[config.mk]
export PLATFORM = sky130hd
export DESIGN_NAME = range_flip_popcount_accumulator
export DESIGN_NICKNAME = d
export VERILOG_FILES = /design/src/rtl/rfpa_pkg.sv /design/src/rtl/rfpa_ram.sv /design/src/rtl/rfpa_ctrl.sv /design/src/rtl/rfpa_datapath.sv /design/src/rtl/range_flip_popcount_accumulator.sv
export SDC_FILE = /design/constraint.sdc
export NUM_CORES = 2
export LEC_CHECK = 0
export BUFFER_PORTS_ARGS = -buffer_cell sky130_fd_sc_hd__buf_4
export CAP_MARGIN = 20
export CELL_PAD_IN_SITES_DETAIL_PLACEMENT = 1
export CELL_PAD_IN_SITES_GLOBAL_PLACEMENT = 1
export CORE_MARGIN = 2
export CORE_UTILIZATION = 35
export DETAILED_ROUTE_END_ITERATION = 12
export PLACE_DENSITY = 0.62
export SETUP_SLACK_MARGIN = 0.5
export SLEW_MARGIN = 30
export SYNTH_ARGS = -nofsm -noshare
export SYNTH_HDL_FRONTEND = slang
export SYNTH_SLANG_ARGS = --single-unit
[constraint.sdc]
create_clock -name clk -period 13.13 [get_ports clk]
set_input_delay 2.626 -clock clk [delete_from_list [all_inputs] [get_ports clk]]
set_output_delay 2.626 -clock clk [all_outputs]
set_load 0.005 [all_outputs]
[src/rtl/rfpa_pkg.sv]
// ----------------------------------------------------------------------------
// rfpa_pkg
// Shared constants, types and helper functions of the range flip popcount
// accumulator.
// ----------------------------------------------------------------------------
package rfpa_pkg;

    localparam int ARRAY_BITS = 1024;
    localparam int WORD_BITS  = 32;
    localparam int WORD_COUNT = (ARRAY_BITS + WORD_BITS - 1) / WORD_BITS;

    localparam int KIND_W   = 3;
    localparam int IDX_W    = 10;
    localparam int AMT_W    = 30;
    localparam int TOTAL_W  = 64;

    localparam int BIT_W    = $clog2(WORD_BITS);
    localparam int WADDR_W  = (WORD_COUNT > 1) ? $clog2(WORD_COUNT) : 1;
    localparam int COUNT_W  = $clog2(ARRAY_BITS + 1);
    localparam int PROD_W   = COUNT_W + AMT_W;
    localparam int ARRAY_W  = $clog2(ARRAY_BITS + 1);
    localparam int CMP_W    = ((IDX_W > ARRAY_W) ? IDX_W : ARRAY_W) + 1;

    typedef logic [WORD_BITS-1:0] word_t;
    typedef logic [WADDR_W-1:0]   waddr_t;
    typedef logic [IDX_W-1:0]     idx_t;
    typedef logic [BIT_W-1:0]     bitpos_t;
    typedef logic [BIT_W:0]       wcount_t;
    typedef logic [COUNT_W-1:0]   count_t;

    typedef enum logic [KIND_W-1:0] {
        KIND_LOAD   = 3'd0,
        KIND_FLIP   = 3'd1,
        KIND_MUL    = 3'd2,
        KIND_REPORT = 3'd3,
        KIND_ADD    = 3'd4
    } kind_t;

    typedef enum logic [2:0] {
        S_IDLE,
        S_LOAD_RD,
        S_LOAD_WR,
        S_FLIP_FIRST,
        S_FLIP,
        S_FLIP_LAST,
        S_ADD
    } state_t;

    typedef struct packed {
        logic latch;
        logic add_amount;
        logic report;
        logic mul_capture;
        logic mul_add;
        logic load_rd;
        logic load_wr;
        logic flip_rd;
        logic flip_wr;
    } cmd_t;

    typedef struct packed {
        logic load_ok;
        logic flip_ok;
        logic at_last;
        logic rsp_blocked;
    } stat_t;

    function automatic waddr_t word_of(input idx_t idx);
        idx_t q;
        q = idx >> BIT_W;
        return waddr_t'(q);
    endfunction

    function automatic wcount_t pop_word(input word_t w);
        wcount_t n;
        n = '0;
        for (int i = 0; i < WORD_BITS; i++)
        begin
            n = n + wcount_t'(w[i]);
        end
        return n;
    endfunction

endpackage

[src/rtl/rfpa_ram.sv]
// ----------------------------------------------------------------------------
// rfpa_ram
// Generic single-write, single-read RAM with a registered read port.
// ----------------------------------------------------------------------------
module rfpa_ram #(
    parameter int WIDTH = 32,
    parameter int DEPTH = 32
) (
    input  logic                                    clk,
    input  logic                                    wr_en,
    input  logic [((DEPTH > 1) ? $clog2(DEPTH) : 1)-1:0] wr_addr,
    input  logic [WIDTH-1:0]                        wr_data,
    input  logic                                    rd_en,
    input  logic [((DEPTH > 1) ? $clog2(DEPTH) : 1)-1:0] rd_addr,
    output logic [WIDTH-1:0]                        rd_data
);

    logic [WIDTH-1:0] mem [DEPTH];
    logic [WIDTH-1:0] rd_data_reg;

    always_ff @(posedge clk)
    begin
        if (wr_en)
        begin
            mem[wr_addr] <= wr_data;
        end
        if (rd_en)
        begin
            rd_data_reg <= mem[rd_addr];
        end
    end

    assign rd_data = rd_data_reg;

endmodule

[src/rtl/rfpa_ctrl.sv]
// ----------------------------------------------------------------------------
// rfpa_ctrl
// Request sequencer: accepts words, walks loads and range flips through the
// bit store and orders the two-step multiply-accumulate.
// ----------------------------------------------------------------------------
module rfpa_ctrl (
    input  logic                           clk,
    input  logic                           rst_n,
    input  logic                           req_valid,
    input  logic [rfpa_pkg::KIND_W-1:0]    kind,
    output logic                           req_stall,
    input  rfpa_pkg::stat_t                stat,
    output rfpa_pkg::cmd_t                 cmd
);
    import rfpa_pkg::*;

    state_t state_reg;
    state_t state_next;
    logic   accept;
    kind_t  req_kind;

    assign req_kind  = kind_t'(kind);
    assign req_stall = (state_reg != S_IDLE) || ((req_kind == KIND_REPORT) && stat.rsp_blocked);
    assign accept    = req_valid && !req_stall;

    always_ff @(posedge clk or negedge rst_n)
    begin
        if (!rst_n)
        begin
            state_reg <= S_IDLE;
        end
        else
        begin
            state_reg <= state_next;
        end
    end

    always_comb
    begin
        state_next = state_reg;
        case (state_reg)
            S_IDLE:
            begin
                if (accept)
                begin
                    case (req_kind)
                        KIND_LOAD:
                        begin
                            if (stat.load_ok)
                            begin
                                state_next = S_LOAD_RD;
                            end
                        end
                        KIND_FLIP:
                        begin
                            if (stat.flip_ok)
                            begin
                                state_next = S_FLIP_FIRST;
                            end
                        end
                        KIND_MUL:
                        begin
                            state_next = S_ADD;
                        end
                        default:
                        begin
                            state_next = S_IDLE;
                        end
                    endcase
                end
            end
            S_LOAD_RD:    state_next = S_LOAD_WR;
            S_LOAD_WR:    state_next = S_IDLE;
            S_FLIP_FIRST: state_next = stat.at_last ? S_FLIP_LAST : S_FLIP;
            S_FLIP:       state_next = stat.at_last ? S_FLIP_LAST : S_FLIP;
            S_FLIP_LAST:  state_next = S_IDLE;
            S_ADD:        state_next = S_IDLE;
            default:      state_next = S_IDLE;
        endcase
    end

    always_comb
    begin
        cmd             = '0;
        cmd.latch       = accept;
        cmd.add_amount  = accept && (req_kind == KIND_ADD);
        cmd.report      = accept && (req_kind == KIND_REPORT);
        cmd.mul_capture = accept && (req_kind == KIND_MUL);
        case (state_reg)
            S_LOAD_RD:    cmd.load_rd = 1'b1;
            S_LOAD_WR:    cmd.load_wr = 1'b1;
            S_FLIP_FIRST: cmd.flip_rd = 1'b1;
            S_FLIP:
            begin
                cmd.flip_rd = 1'b1;
                cmd.flip_wr = 1'b1;
            end
            S_FLIP_LAST:  cmd.flip_wr = 1'b1;
            S_ADD:        cmd.mul_add = 1'b1;
            default:      cmd.latch   = accept;
        endcase
    end

endmodule

[src/rtl/rfpa_datapath.sv]
// ----------------------------------------------------------------------------
// rfpa_datapath
// Bit store with per-word valid bits, set-bit counter, running total,
// multiplier and the result register.
// ----------------------------------------------------------------------------
module rfpa_datapath (
    input  logic                           clk,
    input  logic                           rst_n,
    input  logic [rfpa_pkg::IDX_W-1:0]     first_index,
    input  logic [rfpa_pkg::IDX_W-1:0]     last_index,
    input  logic                           load_bit,
    input  logic [rfpa_pkg::AMT_W-1:0]     amount,
    input  rfpa_pkg::cmd_t                 cmd,
    output rfpa_pkg::stat_t                stat,
    output logic                           rsp_valid,
    input  logic                           rsp_stall,
    output logic [rfpa_pkg::TOTAL_W-1:0]   total
);
    import rfpa_pkg::*;

    idx_t                 first_reg;
    idx_t                 last_reg;
    logic                 bit_reg;
    waddr_t               ptr_reg;
    waddr_t               wr_ptr_reg;
    logic [PROD_W-1:0]    prod_reg;
    logic [TOTAL_W-1:0]   rsp_total_reg;
    count_t               count_reg;
    count_t               count_next;
    logic [TOTAL_W-1:0]   total_reg;
    logic [TOTAL_W-1:0]   total_next;
    logic [WORD_COUNT-1:0] valid_reg;
    logic [WORD_COUNT-1:0] valid_next;
    logic                 rd_valid_reg;
    logic                 rsp_valid_reg;
    logic                 rsp_valid_next;

    idx_t                 last_clamped;
    waddr_t               first_word;
    waddr_t               last_word;
    waddr_t               rd_addr;
    waddr_t               wr_addr;
    logic                 rd_en;
    logic                 wr_en;
    word_t                ram_rdata;
    word_t                rd_word;
    word_t                wr_data;
    word_t                mask;
    word_t                load_word;
    bitpos_t              lo;
    bitpos_t              hi;
    bitpos_t              bit_pos;
    wcount_t              mask_ones;
    wcount_t              hit_ones;

    assign last_clamped = (CMP_W'(last_index) >= CMP_W'(ARRAY_BITS))
                          ? IDX_W'(ARRAY_BITS - 1) : last_index;

    assign stat.load_ok     = CMP_W'(first_index) < CMP_W'(ARRAY_BITS);
    assign stat.flip_ok     = stat.load_ok && (first_index <= last_clamped);
    assign stat.at_last     = (ptr_reg == last_word);
    assign stat.rsp_blocked = rsp_valid_reg && rsp_stall;

    assign first_word = word_of(first_reg);
    assign last_word  = word_of(last_reg);
    assign bit_pos    = first_reg[BIT_W-1:0];

    assign rd_en   = cmd.load_rd || cmd.flip_rd;
    assign rd_addr = cmd.flip_rd ? ptr_reg : first_word;
    assign wr_en   = cmd.load_wr || cmd.flip_wr;
    assign wr_addr = cmd.flip_wr ? wr_ptr_reg : first_word;
    assign rd_word = rd_valid_reg ? ram_rdata : '0;

    assign lo        = (wr_ptr_reg == first_word) ? first_reg[BIT_W-1:0] : '0;
    assign hi        = (wr_ptr_reg == last_word) ? last_reg[BIT_W-1:0] : '1;
    assign mask      = ({WORD_BITS{1'b1}} << lo) & ({WORD_BITS{1'b1}} >> (~hi));
    assign mask_ones = wcount_t'(hi) - wcount_t'(lo) + wcount_t'(1);
    assign hit_ones  = pop_word(rd_word & mask);

    always_comb
    begin
        load_word          = rd_word;
        load_word[bit_pos] = bit_reg;
    end

    assign wr_data = cmd.flip_wr ? (rd_word ^ mask) : load_word;

    rfpa_ram #(
        .WIDTH (WORD_BITS),
        .DEPTH (WORD_COUNT)
    ) u_store (
        .clk     (clk),
        .wr_en   (wr_en),
        .wr_addr (wr_addr),
        .wr_data (wr_data),
        .rd_en   (rd_en),
        .rd_addr (rd_addr),
        .rd_data (ram_rdata)
    );

    always_comb
    begin
        count_next = count_reg;
        if (cmd.flip_wr)
        begin
            count_next = count_reg + count_t'(mask_ones) - (count_t'(hit_ones) << 1);
        end
        else if (cmd.load_wr)
        begin
            if (rd_word[bit_pos] && !bit_reg)
            begin
                count_next = count_reg - count_t'(1);
            end
            else if (!rd_word[bit_pos] && bit_reg)
            begin
                count_next = count_reg + count_t'(1);
            end
        end
    end

    always_comb
    begin
        total_next = total_reg;
        if (cmd.add_amount)
        begin
            total_next = total_reg + TOTAL_W'(amount);
        end
        else if (cmd.mul_add)
        begin
            total_next = total_reg + TOTAL_W'(prod_reg);
        end
    end

    always_comb
    begin
        valid_next = valid_reg;
        if (wr_en)
        begin
            valid_next[wr_addr] = 1'b1;
        end
    end

    always_comb
    begin
        rsp_valid_next = rsp_valid_reg && rsp_stall;
        if (cmd.report)
        begin
            rsp_valid_next = 1'b1;
        end
    end

    always_ff @(posedge clk or negedge rst_n)
    begin
        if (!rst_n)
        begin
            count_reg     <= '0;
            total_reg     <= '0;
            valid_reg     <= '0;
            rsp_valid_reg <= 1'b0;
        end
        else
        begin
            count_reg     <= count_next;
            total_reg     <= total_next;
            valid_reg     <= valid_next;
            rsp_valid_reg <= rsp_valid_next;
        end
    end

    always_ff @(posedge clk)
    begin
        if (cmd.latch)
        begin
            first_reg <= first_index;
            last_reg  <= last_clamped;
            bit_reg   <= load_bit;
            ptr_reg   <= word_of(first_index);
        end
        else if (cmd.flip_rd)
        begin
            ptr_reg <= ptr_reg + waddr_t'(1);
        end
        if (cmd.flip_rd)
        begin
            wr_ptr_reg <= ptr_reg;
        end
        if (rd_en)
        begin
            rd_valid_reg <= valid_reg[rd_addr];
        end
        if (cmd.mul_capture)
        begin
            prod_reg <= PROD_W'(count_reg) * PROD_W'(amount);
        end
        if (cmd.report)
        begin
            rsp_total_reg <= total_reg;
        end
    end

    assign rsp_valid = rsp_valid_reg;
    assign total     = rsp_total_reg;

endmodule

[src/rtl/range_flip_popcount_accumulator.sv]
// ----------------------------------------------------------------------------
// range_flip_popcount_accumulator
// Bit array with a live set-bit count and a 64-bit running total.
// ----------------------------------------------------------------------------
// Add and report words leave the sequencer idle; a report result is registered and
// shows in the cycle after its word is accepted, and it may wait while new
// words are taken. A load reads the addressed word and writes it back. A
// count-times-scale add fills the multiplier register, then adds it in. A
// range flip rewrites each spanned word in turn through the single read port.
// Reset is asynchronous; store valid bits make the whole array read as zero.
// ----------------------------------------------------------------------------
module range_flip_popcount_accumulator (
    input  logic                           clk,
    input  logic                           rst_n,
    input  logic                           req_valid,
    output logic                           req_stall,
    input  logic [rfpa_pkg::KIND_W-1:0]    kind,
    input  logic [rfpa_pkg::IDX_W-1:0]     first_index,
    input  logic [rfpa_pkg::IDX_W-1:0]     last_index,
    input  logic                           load_bit,
    input  logic [rfpa_pkg::AMT_W-1:0]     amount,
    output logic                           rsp_valid,
    input  logic                           rsp_stall,
    output logic [rfpa_pkg::TOTAL_W-1:0]   total
);
    import rfpa_pkg::*;

    cmd_t  cmd;
    stat_t stat;

    rfpa_ctrl u_ctrl (
        .clk       (clk),
        .rst_n     (rst_n),
        .req_valid (req_valid),
        .kind      (kind),
        .req_stall (req_stall),
        .stat      (stat),
        .cmd       (cmd)
    );

    rfpa_datapath u_datapath (
        .clk         (clk),
        .rst_n       (rst_n),
        .first_index (first_index),
        .last_index  (last_index),
        .load_bit    (load_bit),
        .amount      (amount),
        .cmd         (cmd),
        .stat        (stat),
        .rsp_valid   (rsp_valid),
        .rsp_stall   (rsp_stall),
        .total       (total)
    );

endmodule

==> results.md <==
* Async SR Flop Fraction at 8.512%
* Clock transition at the registers of the reported paths at 0.06 ns
* Die Y at 439.1 um
* CP most frequent cell: fa_1
* Final Critical Period at 9.787 ns
* Critical path launch point type: register
* Postcts setup bufs at 0
* Initial antenna violation count at 10
* Drt total wl at 189,600 um
* Nature of the critical path endpoint: register
* Outcome: completed
* GPL Wtd Cong at 0.8900
* Count of state elements after synthesis at 1,304
* WP data required at 13.80 ns
* Clock skew at 0.07267 ns
* Final TNS setup at 0 ns
* Post-synthesis cell area at 66,260 um^2
* # fillers at 19,070
* Syn-to-layout area delta at 14.34%
* CTS tree: done
* Global route total overflow at 0
* Via-to-Cell Ratio at 5.321
* IO buf count at 123
* Worst hold-check path type: register to register
* Clock Latency Late Sink at 0.81 ns
* Detail Route Antenna Nets at 0
* Max Cap Viol at 0
* First-pass GRT wire length at 283,700 um
* Non-filler instance count after layout at 7,354
* Syn Area/Cell at 14.39 um^2
* Final worst slack at 3.343 ns
* Post-Synthesis Cells at 4,604
* Count of final setup violators at 0
* Overall routing resource usage at 19.86%
* CP delay by family, top: adder cells
* Sink Count at 1,304
* CTS resizes at 0
* Area taken by multi-input logic gates at 26,230 um^2
* Rel. slew slack at 34.05%
* Core Util, Final at 40.30%
* Final net count at 5,283
* Cells after DPL at 7,092
* Initial Util at 35.25%
* Layout cell share with drive strength beyond 1 at 17.64%
* Worst path bufs/invs at 7
* Final Hold Fails at 0
* CTS Hold Buffers Added at 0
* Sequential area share after synthesis at 58.26%
* Post-synth EDFFs at 1,193
* Starting DRT DRC Count at 2,914
* Max reg flops at 1,024
* Netlist cell types at 67
* Yosys warns at 0
* Total CTS buffers at 140
* RSZ-0062 raised after global routing: false
* Commonest non-fill, non-tap cell in the layout: edfxtp_1
* Largest net degree at the start of global routing at 101
* Critical Path AT at 10.45 ns
* Crit path kind: register to register
* Commonest cells after routing, fill and taps aside: edfxtp_1, nand2_1, inv_1, fa_1, mux4_2
* H-tree depth at 4
* Total die area at 192,800 um^2
* CP max stage delay at 0.54 ns
* CTS max path bufs at 3
* Clk root buf: clkbuf_16
* Ports at 124
* Core footprint at 188,000 um^2
* Max Transition Viols Final at 0
* Max Freq at 102.2 MHz
* Actual slew at the worst max-slew pin at 0.9892 ns
* FP Rows at 159
* DRC at 0
* Max FO, Critical Path at 12
* Vias in the first global route at 42,680
* Drt wl/cell at 25.78 um
* Place WS at 3.337 ns
* Syn Nets at 5,145
* Most used DFF post-synth: edfxtp_1
* Reg area at 38,600 um^2
* Hpwl dp at 121,300 um
* DIE WIDTH at 439.1 um
* DR vias at 39,130
* Reg2reg setup slack at 3.34 ns
* Slowest library cell on the worst path: fa_1
* DR pass1 iterations at 5
* Post-route clock period utilization at 74.54%
synthesized netlist by cell type, types with 21 or more instances:
cell      instances  area share, %
mux2i_1          73            1.1
buf_2            28           0.21
nand3_1         112           0.85
xor2_1           41           0.54
a21oi_1         129           0.97
and2_1          160            1.5
nor2_1          132           0.75
edfxtp_1       1193             54
dfrtp_1         111            4.2
mux2_2           31           0.53
or2_2            43           0.41
xnor2_1          91            1.2
a32oi_1          36           0.48
inv_1           298            1.7
and3_1           46           0.43
mux4_2          270            9.2
fa_1            283            8.6
nand2b_1         23           0.22
clkbuf_1        175           0.99
o21ai_0         144            1.1
ha_1            200            3.8
a21o_1           40           0.45
nand4_1          21           0.20
nand2_1         638            3.6
nor3_1           37           0.28
cell type report:
type / instances / share of cell area (%)
Timing Repair Buffer: 234 / 2.842
Antenna cell: 2 / 0.006606
Sequential cell: 1304 / 50.95
Multi-Input combinational cell: 2761 / 34.62
Inverter: 301 / 1.491
Tap cell: 2495 / 4.120
Clock inverter: 84 / 1.111
Clock buffer: 173 / 4.855
routing by layer:
metal / vias up / track usage (%) / part of all wire [%]
met2: 917 / 34.31 / 50
met4: 2 / 6.374 / 3.1
li1: 17130 / - / -
met3: 260 / 2.864 / 4.3
met1: 20820 / 25.70 / 42
met5: - / 0 / 0.0069
worst paths after layout:
path / startpoint / end / depth (start not counted)
max: u_datapath.wr_ptr_reg[3] / u_datapath.count_reg[10] / 37
min: u_datapath.valid_reg[21] / u_datapath.valid_reg[21] / 1
max reg2reg: u_datapath.wr_ptr_reg[3] / u_datapath.count_reg[10] / 37
min reg2reg: u_datapath.valid_reg[21] / u_datapath.valid_reg[21] / 1
max in group asynchronous: rst_n / u_datapath.valid_reg[0] / 2
min in group asynchronous: rst_n / u_datapath.total_reg[58] / 1
stage by stage:
stage | cell area, um^2 | hold slack [ns]
2_1_floorplan | 66260 | 0.4244
3_3_place_gp | 70520 | 0.4458
3_5_place_dp | 71120 | 0.4512
4_1_cts | 75640 | 0.4650
5_1_grt | 75760 | 0.4786
6_report | 75760 | 0.4631
cells by family after synthesis:
family | Yosys count | synth area share, %
AO/OA/AOI/OAI | 511 | 4.891
XOR/XNOR | 132 | 1.745
multiplexers | 374 | 10.81
flip-flops | 1304 | 58.26
adder cells (fa/ha/maj) | 483 | 12.33
buffers and inverters | 539 | 3.197
AND/OR/NAND/NOR | 1261 | 8.777
Power is not shown: default switching activity piles up to over one toggle a cycle in this logic, so the estimate is an artifact.
